**src/rtl/elif_pkg.sv**
```systemverilog
// ----------------------------------------------------------------------------
// elif_pkg
// Types, codes and constants of the event-driven LIF neuron.
// ----------------------------------------------------------------------------
package elif_pkg;

  localparam int FIELD_WIDTH_DEF  = 16;
  localparam int FIELD_HEIGHT_DEF = 16;

  // Command codes
  localparam logic [1:0] CMD_EVENT = 2'd0;
  localparam logic [1:0] CMD_WRITE = 2'd1;
  localparam logic [1:0] CMD_PROBE = 2'd2;

  // Register indexes
  localparam logic [0:0] REG_THRESHOLD  = 1'b0;
  localparam logic [0:0] REG_DECAY_RATE = 1'b1;

  localparam logic signed [31:0] THRESHOLD_RST  = 32'sd655360;
  localparam logic        [31:0] DECAY_RATE_RST = 32'd0;
  localparam logic signed [15:0] WEIGHT_ONE     = 16'sd256;

  typedef enum logic {ST_CLEAR, ST_RUN} elif_state_t;

  typedef struct packed {
    logic [1:0]         command;
    logic [31:0]        timestamp;
    logic [3:0]         pixel_x;
    logic [3:0]         pixel_y;
    logic               polarity;
    logic signed [15:0] weight_value;
  } elif_in_t;

  typedef struct packed {
    logic               spike;
    logic signed [31:0] potential;
  } elif_out_t;

  // After the accept stage
  typedef struct packed {
    logic [1:0]  cmd;
    logic        in_field;
    logic [31:0] dt;
  } elif_s1_t;

  // After the decay multiplier
  typedef struct packed {
    logic [1:0]         cmd;
    logic signed [15:0] weight;
    logic [31:0]        loss;
  } elif_s2_t;

endpackage

```
**src/rtl/elif_decay_mul.sv**
```systemverilog
// ----------------------------------------------------------------------------
// elif_decay_mul
// Leak stage: elapsed time times decay rate, clamped to 2^31.
// ----------------------------------------------------------------------------
module elif_decay_mul
  import elif_pkg::*;
(
  input  logic               clk,
  input  logic               rst_n,
  input  logic               in_valid,
  output logic               in_ready,
  input  elif_s1_t           s1,
  input  logic signed [15:0] weight,
  input  logic [31:0]        decay_rate,
  output logic               out_valid,
  input  logic               out_ready,
  output elif_s2_t           s2
);

  logic [63:0] product;
  logic [31:0] loss_clamped;
  logic        s2_v_r;
  elif_s2_t    s2_r;

  // Any loss of 2^31 or more wipes out every positive potential
  assign product      = 64'(s1.dt) * 64'(decay_rate);
  assign loss_clamped = (|product[63:31]) ? 32'h8000_0000 : product[31:0];

  assign in_ready = !s2_v_r || out_ready;

  always_ff @(posedge clk) begin
    if (!rst_n) begin
      s2_v_r <= 1'b0;
    end else if (in_ready) begin
      s2_v_r <= in_valid;
    end
  end

  always_ff @(posedge clk) begin
    if (in_ready && in_valid) begin
      s2_r.cmd    <= s1.cmd;
      s2_r.weight <= s1.in_field ? weight : 16'sd0;
      s2_r.loss   <= loss_clamped;
    end
  end

  assign out_valid = s2_v_r;
  assign s2        = s2_r;

endmodule

```
**config.mk**
```make
export PLATFORM = sky130hd
export DESIGN_NAME = elif_decay_mul
export DESIGN_NICKNAME = d
export VERILOG_FILES = /design/src/rtl/elif_pkg.sv /design/src/rtl/elif_decay_mul.sv
export SDC_FILE = /design/constraint.sdc
export NUM_CORES = 2
export LEC_CHECK = 0
export ABC_AREA = 1
export BUFFER_PORTS_ARGS = -buffer_cell sky130_fd_sc_hd__buf_2
export CORE_ASPECT_RATIO = 1.2
export CORE_MARGIN = 2
export CORE_UTILIZATION = 60
export DETAILED_ROUTE_END_ITERATION = 6
export GPL_TIMING_DRIVEN = 0
export MAX_ROUTING_LAYER = met4
export PLACE_DENSITY = 0.78
export REMOVE_ABC_BUFFERS = 1
export SLEW_MARGIN = 10
export SYNTH_ARGS = -nofsm -noshare
export SYNTH_HDL_FRONTEND = slang
export SYNTH_SLANG_ARGS = --single-unit
export TNS_END_PERCENT = 50
```
**constraint.sdc**
```tcl
create_clock -name clk -period 9.08 [get_ports clk]
set_clock_uncertainty 0.05 [all_clocks]
set_input_delay 0.454 -clock clk [delete_from_list [all_inputs] [get_ports clk]]
set_output_delay 0.454 -clock clk [all_outputs]
set_load 0.02 [all_outputs]
```
### Word level (Yosys, flattened, before mapping)

Cells that the tools add are included.

| word-level totals | value |
|---|---|
| memories kept | 0 |
| bits in read-only memories | 0 |
| flip-flop bits (word level) | 51 |
| output and inout bits | 52 |
| word-level logic and storage cells | 9 |
| input port bits | 87 |
| bits in latches | 0 |
| memory bits (writable) | 0 |

| cells by class | value |
|---|---|
| equal/unequal tests | 0 |
| shift operators | 0 |
| $lt $le $gt $ge | 0 |
| $mul | 1 |
| bitwise logic cells | 0 |
| reductions and logical operators | 4 |
| div/mod/pow operators | 0 |
| multiplexer cells | 0 |
| $add $sub $neg | 0 |

Operators by type and width:

| cell | number |
|---|---|
| $mul A32 B32 Y64 | 1 |
| $reduce_or A33 Y1 | 1 |
| $logic_and A1 B1 Y1 | 1 |
| $logic_not A1 Y1 | 1 |
| $logic_or A1 B1 Y1 | 1 |

### Longest topological paths before layout

| logic depth | value |
|---|---|
| depth in word-level cells | 3 |
| depth in mapped cells | 39 |

### Least setup slack after synthesis

Ideal clock, no wire load.

| timing | value |
|---|---|
| path kind | input to register |
| start point | input s1[10] (netlist bit) |
| end point | register s2_r (netlist bit s2[1]) (data pin) |
| required time | 8.880 ns |
| stages on the path | 34 |
| setup time | 0.150 ns |
| path slack | 2.183 ns |
| path buffers | 2 |
| data arrival time | 6.697 ns |
| path through | clkbuf_1 > nand2_1 > inv_1 > fa_1 > inv_1 > fa_1 > inv_1 > fa_1 > inv_1 > fa_1 > inv_1 > fa_1 > fa_1 > fa_1 > inv_1 > fa_1 > inv_1 > ha_1 > nand2_1 > nor2_4 > inv_2 > nor2_4 > and2_1 > nand2_1 > nand2_1 > nand2_1 > nand2_1 > nand3_1 > nor2_1 > nand3_1 > nor2_2 > nand2_2 > buf_6 > nor3_2 |

| on the way | value |
|---|---|
| longest elaborated chain between the ends | 2 |

RTL lines:

| element | RTL line | RTL |
|---|---|---|
| start: declaration | elif_decay_mul.sv:12 | `input elif_s1_t s1,` |
| $mul A32 B32 Y64 | elif_decay_mul.sv:26 | `assign product = 64'(s1.dt) * 64'(decay_rate);` |
| $reduce_or A33 Y1 | elif_decay_mul.sv:27 | `assign loss_clamped = (\|product[63:31]) ? 32'h8000_0000 : product[31:0];` |
| end: declaration | elif_decay_mul.sv:23 | `elif_s2_t s2_r;` |

No other way between the ends.
A chain may end at the register's enable or synchronous reset.

### Final worst setup path

| timing | value |
|---|---|
| start point | input s1[15] (netlist bit) |
| end point | register s2_r (netlist bit s2[10]) (data pin) |

The elaborated chain is that of the path after synthesis.

==> results.txt <==
Critical path launch point type = input port
Initial antenna violation count = 0
Slowest-stage cell, CP = buf_2
Mean Syn Cell Area = 7.57 sq um
Pins Over Slew Limit = 0
Hold Buf Count CTS = 0
Num Clock Sinks = 51
Max incr delay on CP = 680 ps
Sequential-to-total area share from yosys stat = 4.04%
CP max FO = 32
Largest net degree at the start of global routing = 33
Area Growth Syn to Fin = 2.92%
Worst slew pin tran = 989 ps
Total number of vias = 29.7k
Setup-failing EPs final = 0
Top cell by count, worst path = fa_1
Vias per cell = 5.18
Final TNS setup = 0 ps
Clk root buf = clkbuf_16
Vias in the first global route = 32.6k
I/O pin cnt = 139
Gp weighted congestion = 0.996
Yosys top cell by area = fa_1
Critical R2R Launch = out_valid$_SDFFE_PN0N_
Final net count = 6,164
Post-synthesis cell area = 0.0377 sq mm
Post-CTS Resized = 0
Critical path data arrival time = 8550 ps
Commonest non-fill, non-tap cell in the layout = inv_1
CP required = 9150 ps
Antenna-violating nets left = 0
Status = completed
Worst hold endpoint = s2[48]$_DFFE_PP_
Fin crit period = 8480 ps
Crit end category = flip-flop
Initial DRC count = 1,757
Hpwl dp = 79,500 um
Commonest non-fill, non-tap cells in the layout = 1,605 x inv_1, 1,577 x nand2_1, 896 x fa_1
Rows = 100
Hold Fails Final Rpt = 0
Top cells by area, synth = fa_1 48%, inv_1 16%, nand2_1 16%, ha_1 8.7%, edfxtp_1 4.0%
Post-synthesis xor/xnor area fraction = 0.721%
Drt total wl = 94,900 um
Die width = 233 um
Layout cells sized above 1 = 4.41%
Worst Reg-to-Reg Cells = 2
Synth cell types = 35
Die Area = 0.0648 sq mm
Largest family of logic cells by synthesized area = adder cells
Simple-gate portion of the synthesized area = 19.6%
Remaining DRCs = 0
CTS Buf Count = 5
WL/cell = 16.5 um
Post-Synth Adder-Cell Area = 56.4%
Share of Yosys cell area claimed by the top area cell type = 47.6%
Core box area = 0.0621 sq mm
Antenna Cells = 0
Max cap viols = 0
Tot GR Track Use = 32.1%
Compound-Gate Fraction of Synth Area = 1.01%
CTS tree = built
#FFs+latches synth = 51
RSZ-0062 raised after global routing = no
Grt ovf = 0
Worst R2R Setup Slack = 7370 ps
HP Start = s1[33]
Post-synthesis mux area share = 0%
Gate Count Post-Synth = 4,972
Yosys warns = 0
Port bufs = 138
Bufs on Longest Clock Path = 2
Final period utilization = 93.4%
Post-CTS Setup Repair Bufs = 0
Initial core utilization = 60.7%
Crit Path Class = in -> reg
Slew headroom = 33.8%
Hold Crit Depth = 1
Hold WC Path Type = in -> reg
Drt first pass iters = 5
Die H = 278 um
Worst R2R End = s2[20]$_SDFFCE_PP0P_
Fmax = 118 MHz
Worst-path clk slew = 80 ps
Clk_lat worst skew = 300 ps
Max H-tree Level = 2
First-pass GRT wire length = 161,000 um
## cell usage after synthesis (all sizes together)
cell type,n
o21a,1
xnor2,22
buf,6
dfxtp,1
xor2,9
ha,263
nor2,116
nand3b,12
a21boi,1
nand3,66
edfxtp,50
nand2,1581
nor3,42
and2,3
o21bai,10
nand2b,1
or2,1
o21ai,11
o211ai,1
fa,896
clkinv,3
clkbuf,194
nor4,2
nand4,16
inv,1619
a21oi,45
## cell families after synthesis
group / after synthesis
buffers and inverters: 1822
DFF: 51
adders and majority gates: 1159
AOI/OAI and AO/OA: 69
xor gates and xnor gates: 31
and+or+nand+nor: 1840
## metrics by stage
| stage | setup WS [ps] | cell area [sq um] | hold WS [ps] | util (%) | instances |
|---|---|---|---|---|---|
| global placement | 374 | 38600 | 448 | 62.2 | 5726 |
| floorplan | 2070 | 36900 | 503 | - | 4772 |
| global route | 95.7 | 38800 | 261 | 62.5 | 5735 |
| finish | 602 | 38800 | 267 | 62.5 | 5735 |
| detailed placement | 261 | 38600 | 525 | 62.2 | 5727 |
| CTS | 558 | 38800 | 262 | 62.5 | 5735 |
## worst max-delay path by stage
stage / from / endpoint / slack, ps / cells past startpoint
floorplan: s1[10] / s2[27]$_SDFFCE_PP0P_ / 2070 / 32
global placement: s1[15] / s2[7]$_SDFFCE_PP0P_ / 370 / 30
detailed placement: decay_rate[8] / s2[8]$_SDFFCE_PP0P_ / 260 / 26
CTS: decay_rate[8] / s2[8]$_SDFFCE_PP0P_ / 560 / 26
global route: decay_rate[8] / s2[27]$_SDFFCE_PP0P_ / 100 / 26
finish: s1[15] / s2[10]$_SDFFCE_PP0P_ / 600 / 30
## layer usage
metal  share of wire, %  up-vias  GRT usage [%]
li1                   -    13600              -
met4                3.9        0           10.7
met1                 37    14800           37.9
met5                  0        -              -
met2                 53     1067           57.7
met3                5.6      287           2.61
## worst max-delay path, delay by kind of cell
| family | cells | cell delay, ps |
|---|---|---|
| adders and majority gates | 9 | 4410 |
| and+or+nand+nor | 15 | 2630 |
| buffers and inverters | 6 | 1010 |
## sequential cells by signal, summed over array words and instances, names as in the netlist
register   flops
s2            50
out_valid      1
## final cells by class
class / instances / area (sq um)
Clock inverter: 3 / 27.5
Tap cell: 816 / 1020
Clock buffer: 5 / 125
Sequential cell: 51 / 1520
Multi-Input combinational cell: 3099 / 29300
Timing Repair Buffer: 139 / 711
Inverter: 1622 / 6090
Fill cell: 5585 / 23300
Power is not shown: default switching activity piles up to over one toggle a cycle in this logic, so the estimate is an artifact.
