File: src/rtl/elif_pkg.sv
// ----------------------------------------------------------------------------
// elif_pkg
// Types, codes and constants of the event-driven LIF neuron.
// ----------------------------------------------------------------------------
package elif_pkg;

  localparam int FIELD_WIDTH_DEF  = 16;
  localparam int FIELD_HEIGHT_DEF = 16;

  // Command codes
  localparam logic [1:0] CMD_EVENT = 2'd0;
  localparam logic [1:0] CMD_WRITE = 2'd1;
  localparam logic [1:0] CMD_PROBE = 2'd2;

  // Register indexes
  localparam logic [0:0] REG_THRESHOLD  = 1'b0;
  localparam logic [0:0] REG_DECAY_RATE = 1'b1;

  localparam logic signed [31:0] THRESHOLD_RST  = 32'sd655360;
  localparam logic        [31:0] DECAY_RATE_RST = 32'd0;
  localparam logic signed [15:0] WEIGHT_ONE     = 16'sd256;

  typedef enum logic {ST_CLEAR, ST_RUN} elif_state_t;

  typedef struct packed {
    logic [1:0]         command;
    logic [31:0]        timestamp;
    logic [3:0]         pixel_x;
    logic [3:0]         pixel_y;
    logic               polarity;
    logic signed [15:0] weight_value;
  } elif_in_t;

  typedef struct packed {
    logic               spike;
    logic signed [31:0] potential;
  } elif_out_t;

  // After the accept stage
  typedef struct packed {
    logic [1:0]  cmd;
    logic        in_field;
    logic [31:0] dt;
  } elif_s1_t;

  // After the decay multiplier
  typedef struct packed {
    logic [1:0]         cmd;
    logic signed [15:0] weight;
    logic [31:0]        loss;
  } elif_s2_t;

endpackage

File: src/rtl/elif_soma.sv
// ----------------------------------------------------------------------------
// elif_soma
// Membrane potential register, leak, integrate and fire, result register.
// ----------------------------------------------------------------------------
module elif_soma
  import elif_pkg::*;
(
  input  logic               clk,
  input  logic               rst_n,
  input  logic               in_valid,
  output logic               in_ready,
  input  elif_s2_t           s2,
  input  logic signed [31:0] threshold,
  output logic               out_valid,
  input  logic               out_ready,
  output elif_out_t          out_item
);

  logic signed [31:0] pot_r;
  logic signed [31:0] pot_nxt;
  logic               out_v_r;
  elif_out_t          out_r;
  elif_out_t          res_nxt;

  logic        pot_pos;
  logic [31:0] decayed;
  logic signed [33:0] w_q16;
  logic signed [33:0] sum;
  logic signed [31:0] sat;
  logic               fire;

  always_comb begin
    pot_pos = !pot_r[31] && (pot_r != 32'sd0);
    decayed = (pot_pos && (s2.loss < 32'(pot_r))) ? 32'(pot_r) - s2.loss : 32'd0;
    w_q16   = {{10{s2.weight[15]}}, s2.weight, 8'h00};
    sum     = $signed({2'b00, decayed}) + w_q16;
    if ((sum[33:31] == 3'b000) || (sum[33:31] == 3'b111)) begin
      sat = sum[31:0];
    end else if (sum[33]) begin
      sat = 32'sh8000_0000;
    end else begin
      sat = 32'sh7fff_ffff;
    end
    fire = sat > threshold;

    pot_nxt = pot_r;
    res_nxt.spike     = 1'b0;
    res_nxt.potential = pot_r;
    case (s2.cmd)
      CMD_EVENT: begin
        pot_nxt           = fire ? 32'sd0 : sat;
        res_nxt.spike     = fire;
        res_nxt.potential = pot_nxt;
      end
      CMD_PROBE: begin
        res_nxt.potential = $signed(decayed);
      end
      default: begin
      end
    endcase
  end

  assign in_ready = !out_v_r || out_ready;

  always_ff @(posedge clk) begin
    if (!rst_n) begin
      out_v_r <= 1'b0;
      pot_r   <= 32'sd0;
    end else if (in_ready) begin
      out_v_r <= in_valid;
      if (in_valid) begin
        pot_r <= pot_nxt;
      end
    end
  end

  always_ff @(posedge clk) begin
    if (in_ready && in_valid) begin
      out_r <= res_nxt;
    end
  end

  assign out_valid = out_v_r;
  assign out_item  = out_r;

endmodule

File: config.mk
export PLATFORM = sky130hd
export DESIGN_NAME = elif_soma
export DESIGN_NICKNAME = d
export VERILOG_FILES = /design/src/rtl/elif_pkg.sv /design/src/rtl/elif_soma.sv
export SDC_FILE = /design/constraint.sdc
export NUM_CORES = 1
export LEC_CHECK = 0
export BUFFER_PORTS_ARGS = -buffer_cell sky130_fd_sc_hd__clkbuf_2
export CELL_PAD_IN_SITES_DETAIL_PLACEMENT = 1
export CELL_PAD_IN_SITES_GLOBAL_PLACEMENT = 1
export CORE_ASPECT_RATIO = 1.5
export CORE_MARGIN = 2
export CORE_UTILIZATION = 34
export DETAILED_ROUTE_END_ITERATION = 10
export HOLD_SLACK_MARGIN = 0.15
export PLACE_DENSITY_LB_ADDON = 0.1
export SETUP_SLACK_MARGIN = 0.4
export SLEW_MARGIN = 20
export SYNTH_ARGS = -nofsm -noshare
export SYNTH_HDL_FRONTEND = slang
export SYNTH_SLANG_ARGS = --single-unit
File: constraint.sdc
create_clock -name clk -period 13.92 [get_ports clk]
set_input_delay 0.696 -clock clk [delete_from_list [all_inputs] [get_ports clk]]
set_output_delay 0.696 -clock clk [all_outputs]
set_load 0.05 [all_outputs]
Word-level counts from Yosys, hierarchy flattened
Cells that the tools add are included.
- output and inout bits: 35
- flip-flop bits (word level): 66
- input bits: 86
- reduce and logical (&&, ||, !) cells: 11
- $lt $le $gt $ge: 2
- multiplexer cells: 5
- add/subtract/negate cells: 2
- equality and inequality tests: 2
- operator list (cell ; count):
    $mux 32 ; 4
    $pmux 32 s2 ; 1
    $add 33x24->34 ; 1
    $gt 32x32->1 ; 1
    $lt 32x32->1 ; 1
    $reduce_bool 32->1 ; 1
    $sub 32x32->32 ; 1
    $eq 3x3->1 const B ; 1
    $logic_and 1x1->1 ; 3
    $logic_not 3->1 ; 1
    $reduce_and 3->1 ; 1
    $eq 2x2->1 const B ; 1
    $logic_not 1->1 ; 2
    $logic_not 2->1 ; 1
    $logic_or 1x1->1 ; 2

Longest topological paths before layout
- depth after elaboration: 11
- mapped depth: 39

Worst setup path before layout
No wires, ideal clock.
- path kind: input to register
- start point: input s2[0] (netlist name)
- end point: register out_r (netlist bit out_item[27]), data pin
- arrival time: 7.617 ns
- setup time: 0.165 ns
- stages: 36
- setup slack: 6.138 ns
- cells stage by stage: ha_1 inv_1 fa_1 a211oi_1 o21ai_0 a2111oi_0 nor2_1 a211oi_1 or2_1 buf_2 buf_2 buf_2 nor2_1 ha_1 clkbuf_1 nand3_1 a211oi_1 a21oi_1 a21oi_2 and3_1 nor3_1 o21ai_1 clkbuf_1 buf_2 a21oi_1 ha_1 a211o_1 a21oi_1 a311o_1 a21oi_1 or4_1 nand3_1 nand2_1 or2_1 buf_2 o221ai_1
- RTL lines (element ; line ; source):
    from (decl) ; elif_soma.sv:12 ; input elif_s2_t s2,
    to (signal assigned) ; elif_soma.sv:79 ; out_r <= res_nxt;
    to (decl) ; elif_soma.sv:22 ; elif_out_t out_r;

Final worst setup path
- start point: register pot_r[0]
- end point: register pot_r[25]
- word-level cells in the longest chain between the ends: 10
- elaborated cells on any way between the ends: 14
- RTL lines (element ; line ; source):
    from (decl) ; elif_soma.sv:19 ; logic signed [31:0] pot_r;
    from (signal assigned) ; elif_soma.sv:72 ; pot_r <= pot_nxt;
    branches (longest 3 deep; another with $lt 32x32->1) ; -- ;
    $mux 32 (*) ; elif_soma.sv:34 ; decayed = (pot_pos && (s2.loss < 32'(pot_r))) ? 32'(pot_r) - s2.loss : 32'd0;
    $add 33x24->34 (*) ; elif_soma.sv:36 ; sum = $signed({2'b00, decayed}) + w_q16;
    $eq 3x3->1 or $logic_not 3->1 (tied branches) ; elif_soma.sv:37 ; if ((sum[33:31] == 3'b000) || (sum[33:31] == 3'b111)) begin
    $logic_or 1x1->1 ; elif_soma.sv:37 ;
    $mux 32 (*) ; elif_soma.sv:37 ;
    $gt 32x32->1 ; elif_soma.sv:44 ; fire = sat > threshold;
    $mux 32 (*) ; elif_soma.sv:51 ; pot_nxt = fire ? 32'sd0 : sat;
Mark *: on every way between the ends.
A chain may end at the register's enable or synchronous reset.

==> flow_metrics.py <==
metrics = {
    "outcome": {
        "run_status": "finished, final reports clean",
    },
    "clock_network": {
        "clk_latency_ns": 0.34,
        "post_cts_hold_buffer_count": 0,
        "cts.repair_timing.setup_buffer_count": 0,
        "post_cts.resized_instances": 0,
        "tritoncts": "built",
        "clkTransAtPathRegs_ns": 0.06,
        "max_clock_buf_depth": 2,
        "ctsHtreeMaxLevel": 3,
        "numClockSinks": 66,
        "clockRootBuffer": "sky130_fd_sc_hd__clkbuf_16",
        "cts-buffers-inserted": 9,
    },
    "sta": {
        "slew_headroom_pct": 29.5,
        "timing_worst_slew_pin_value_ns": 1.05,
        "hold_violations": 0,
        "fmax_mhz": 102,
        "whs_ns": 0.531,
        "setup_viol": 0,
        "timing.final.max_slew_violations": 0,
        "finalCritPeriodShare_pct": 70.5,
        "setup_ws_ns": 4.10,
        "period_minus_slack_ns": 9.82,
        "grt_setup_unrepaired": "false",
        "setup_total_negative_slack_ns": 0,
        "finClkSkew_ns": 0.00776,
    },
    "yosys": {
        "synth-warning-count": 0,
        "synth_top_family_by_area": "compound AO/OA/AOI/OAI gates",
        "ys_seq_elements": 66,
        "yosys-mux-area-fraction_pct": 0,
        "yosys.area_share.simple_pct": 18.2,
        "yosys.area_share.adder_pct": 16.4,
        "synth_xor_area_share_pct": 6.46,
        "synthCells": 896,
        "avgSynthCellArea_sq_um": 7.84,
        "synth_enable_flop_cells": 33,
        "synth_fp_nets": 1073,
        "ys_dominant_reg_cell": "sky130_fd_sc_hd__edfxtp_1",
        "synth.lib_cells_used.distinct": 63,
        "synth_compound_area_share_pct": 29.4,
        "synthesized_cell_area_sq_um": 7030,
        "asyncSetResetFlopFracSynth_pct": 0,
        "share_of_synthesized_area_occupied_by_flip_flops_and_latches_pct": 23.5,
    },
    "critical_path": {
        "worstPathRequired_ns": 14.19,
        "worstPathMaxFanout": 25,
        "endpoint_class_of_the_critical_path": "register",
        "endpoint_arrival_time_on_the_critical_path_ns": 10.09,
        "worst_r2r_path_depth": 30,
        "r2r-end": "pot_r[25]",
        "worst_path_largest_cell_delay_ns": 0.84,
        "startpoint_of_the_most_critical_register_to_register_path": "pot_r[0]",
        "path_common_cell": "sky130_fd_sc_hd__nor2_1",
        "worst-r2r-setup-slack_ns": 4.10,
        "worstSetupPathType": "register to register",
        "timing.critical_path.from_type": "register",
        "critPathSlowestCell": "sky130_fd_sc_hd__or2_1",
    },
    "routing": {
        "dr.pass1.iters": 5,
        "post-route-drc-count": 0,
        "avgViaCountPerCell": 5.63,
        "dr_total_vias": 7143,
        "route.final.wire_length_um": 27100,
        "initialDrtViolationCount": 323,
        "routedWlPerCell_um": 21.4,
        "antenna_left": 0,
    },
    "global_route": {
        "globalRoute.totalOverflow": 0,
        "gr_usage_total_pct": 24.9,
        "grt_pass1_vias": 7414,
        "grt_first_pass_wirelength_um": 41300,
        "grt_antenna_before_repair": 0,
        "grt_start_max_net_pins": 42,
    },
    "finish": {
        "fraction_of_layout_cells_with_a_size_suffix_above_1_pct": 16.2,
        "sequential_cell_area_sq_um": 1650,
        "num-fill-cells": 2593,
        "multi_input_comb_area_sq_um": 4960,
        "final_nets": 1177,
        "area_delta_synth_final_pct": 16.0,
        "antennaDiodeCount": 0,
        "postLayoutCoreUtil_pct": 40.1,
    },
    "floorplan": {
        "die_h_um": 180,
        "die_area_sq_um": 21900,
        "design.portCount": 121,
        "core_area_sq_um": 20300,
        "number_of_cell_rows": 64,
        "floorplan.initialDensity_pct": 34.6,
        "die_x_um": 121,
    },
    "place": {
        "dp.final_hpwl_um": 22300,
        "place_worst_setup_slack_ns": 3.81,
        "place.gp.congestion": 0.889,
        "numPortBuffers": 120,
    },
    "min_path": {
        "worstHoldPathType": "register to register",
        "timing.hold.worst_endpoint": "pot_r[28]",
        "holdCritStartpoint": "pot_r[28]",
        "whs_path_depth": 2,
    },
    "flow_run": {
        "maximum_capacitance_violations": 0,
    },
    "pwr": {
        "leakage_nw": 3.98,
        "power.density_nw_per_um2": 78.0,
        "total_power_mw": 0.635,
        "vdd_ir_drop_max_mv": 0.0530,
    },
}
-- worst max-delay path by stage --
stage	from	endpoint	cells past startpoint
finish	pot_r[0]	pot_r[25]	30
global route	pot_r[0]	pot_r[15]	30
CTS	pot_r[0]	pot_r[25]	30
detailed placement	s2[0]	pot_r[17]	30
global placement	s2[0]	pot_r[12]	30
floorplan	s2[0]	out_item[27]	36
-- layout make-up --
cell class,instances,area share (%)
Clock buffer,11,2.86
Clock inverter,5,0.675
Inverter,76,3.50
Multi-Input combinational cell,722,60.8
Sequential cell,66,20.3
Tap cell,264,4.05
Timing Repair Buffer,125,7.83
-- kinds of logic (layout without fill, tap and decap cells) --
family / Yosys count / count (layout)
compound gates: 302 / 302
simple gates: 278 / 278
buf+inv: 108 / 217
fa+ha+maj: 91 / 91
flops: 66 / 66
xor+xnor: 51 / 51
-- state kept, by name (all words and copies together), names as in the netlist --
| register | flops |
|---|---|
| pot_r | 32 |
| out_valid | 1 |
| out_item | 33 |
-- routing by layer --
layer | wire, um | global-route usage (%) | vias to the layer above
li1 | - | - | 3488
met1 | 10400 | 27.1 | 3436
met2 | 14700 | 47.4 | 167
met3 | 686 | 2.88 | 52
met4 | 1270 | 10.6 | 0
met5 | 0 | 0 | -
-- worst max-delay path: cells and delay by family (launching register included) --
kind | cells | cell delay [ns]
compound gates | 12 | 3.69
fa+ha+maj | 4 | 1.35
simple gates | 12 | 4.16
buf+inv | 2 | 0.15
flops | 1 | 0.37
-- placed cells by master, fill, tap and decap left out, types with 33 or more instances in the layout --
cell                       count
sky130_fd_sc_hd__ha_1         89
sky130_fd_sc_hd__nand2_1      78
sky130_fd_sc_hd__clkbuf_2    120
sky130_fd_sc_hd__nor2_1       95
sky130_fd_sc_hd__edfxtp_1     33
sky130_fd_sc_hd__inv_1        75
sky130_fd_sc_hd__a21o_1       34
sky130_fd_sc_hd__dfxtp_1      33
sky130_fd_sc_hd__a21oi_1      72
-- metrics by stage --
| step | area (sq um) | std cells |
|---|---|---|
| finish | 8150 | 1269 |
| global route | 8150 | 1269 |
| CTS | 8150 | 1269 |
| detailed placement | 7860 | 1253 |
| global placement | 7860 | 1253 |
| floorplan | 7030 | 896 |
-- synth_stat cells (all sizes together) (14+ instances only) --
cell / count / area [sq um]
a22o: 19 / 166
nor2: 96 / 363
a21o: 34 / 255
o21ai: 62 / 348
ha: 89 / 1110
inv: 75 / 282
xnor2: 32 / 288
nand2: 78 / 293
dfxtp: 33 / 661
edfxtp: 33 / 991
nor3: 14 / 70.1
clkbuf: 20 / 75.1
nand3: 23 / 115
a21oi: 75 / 387
xor2: 19 / 166
-- where the power goes --
group | internal [mW] | leakage, nW | switching, mW
clock network | 0.138 | 0.136 | 0.0890
logic | 0.0628 | 3.24 | 0.126
registers | 0.214 | 0.599 | 0.00549
Note: power is estimated with default switching activity, not from simulation.
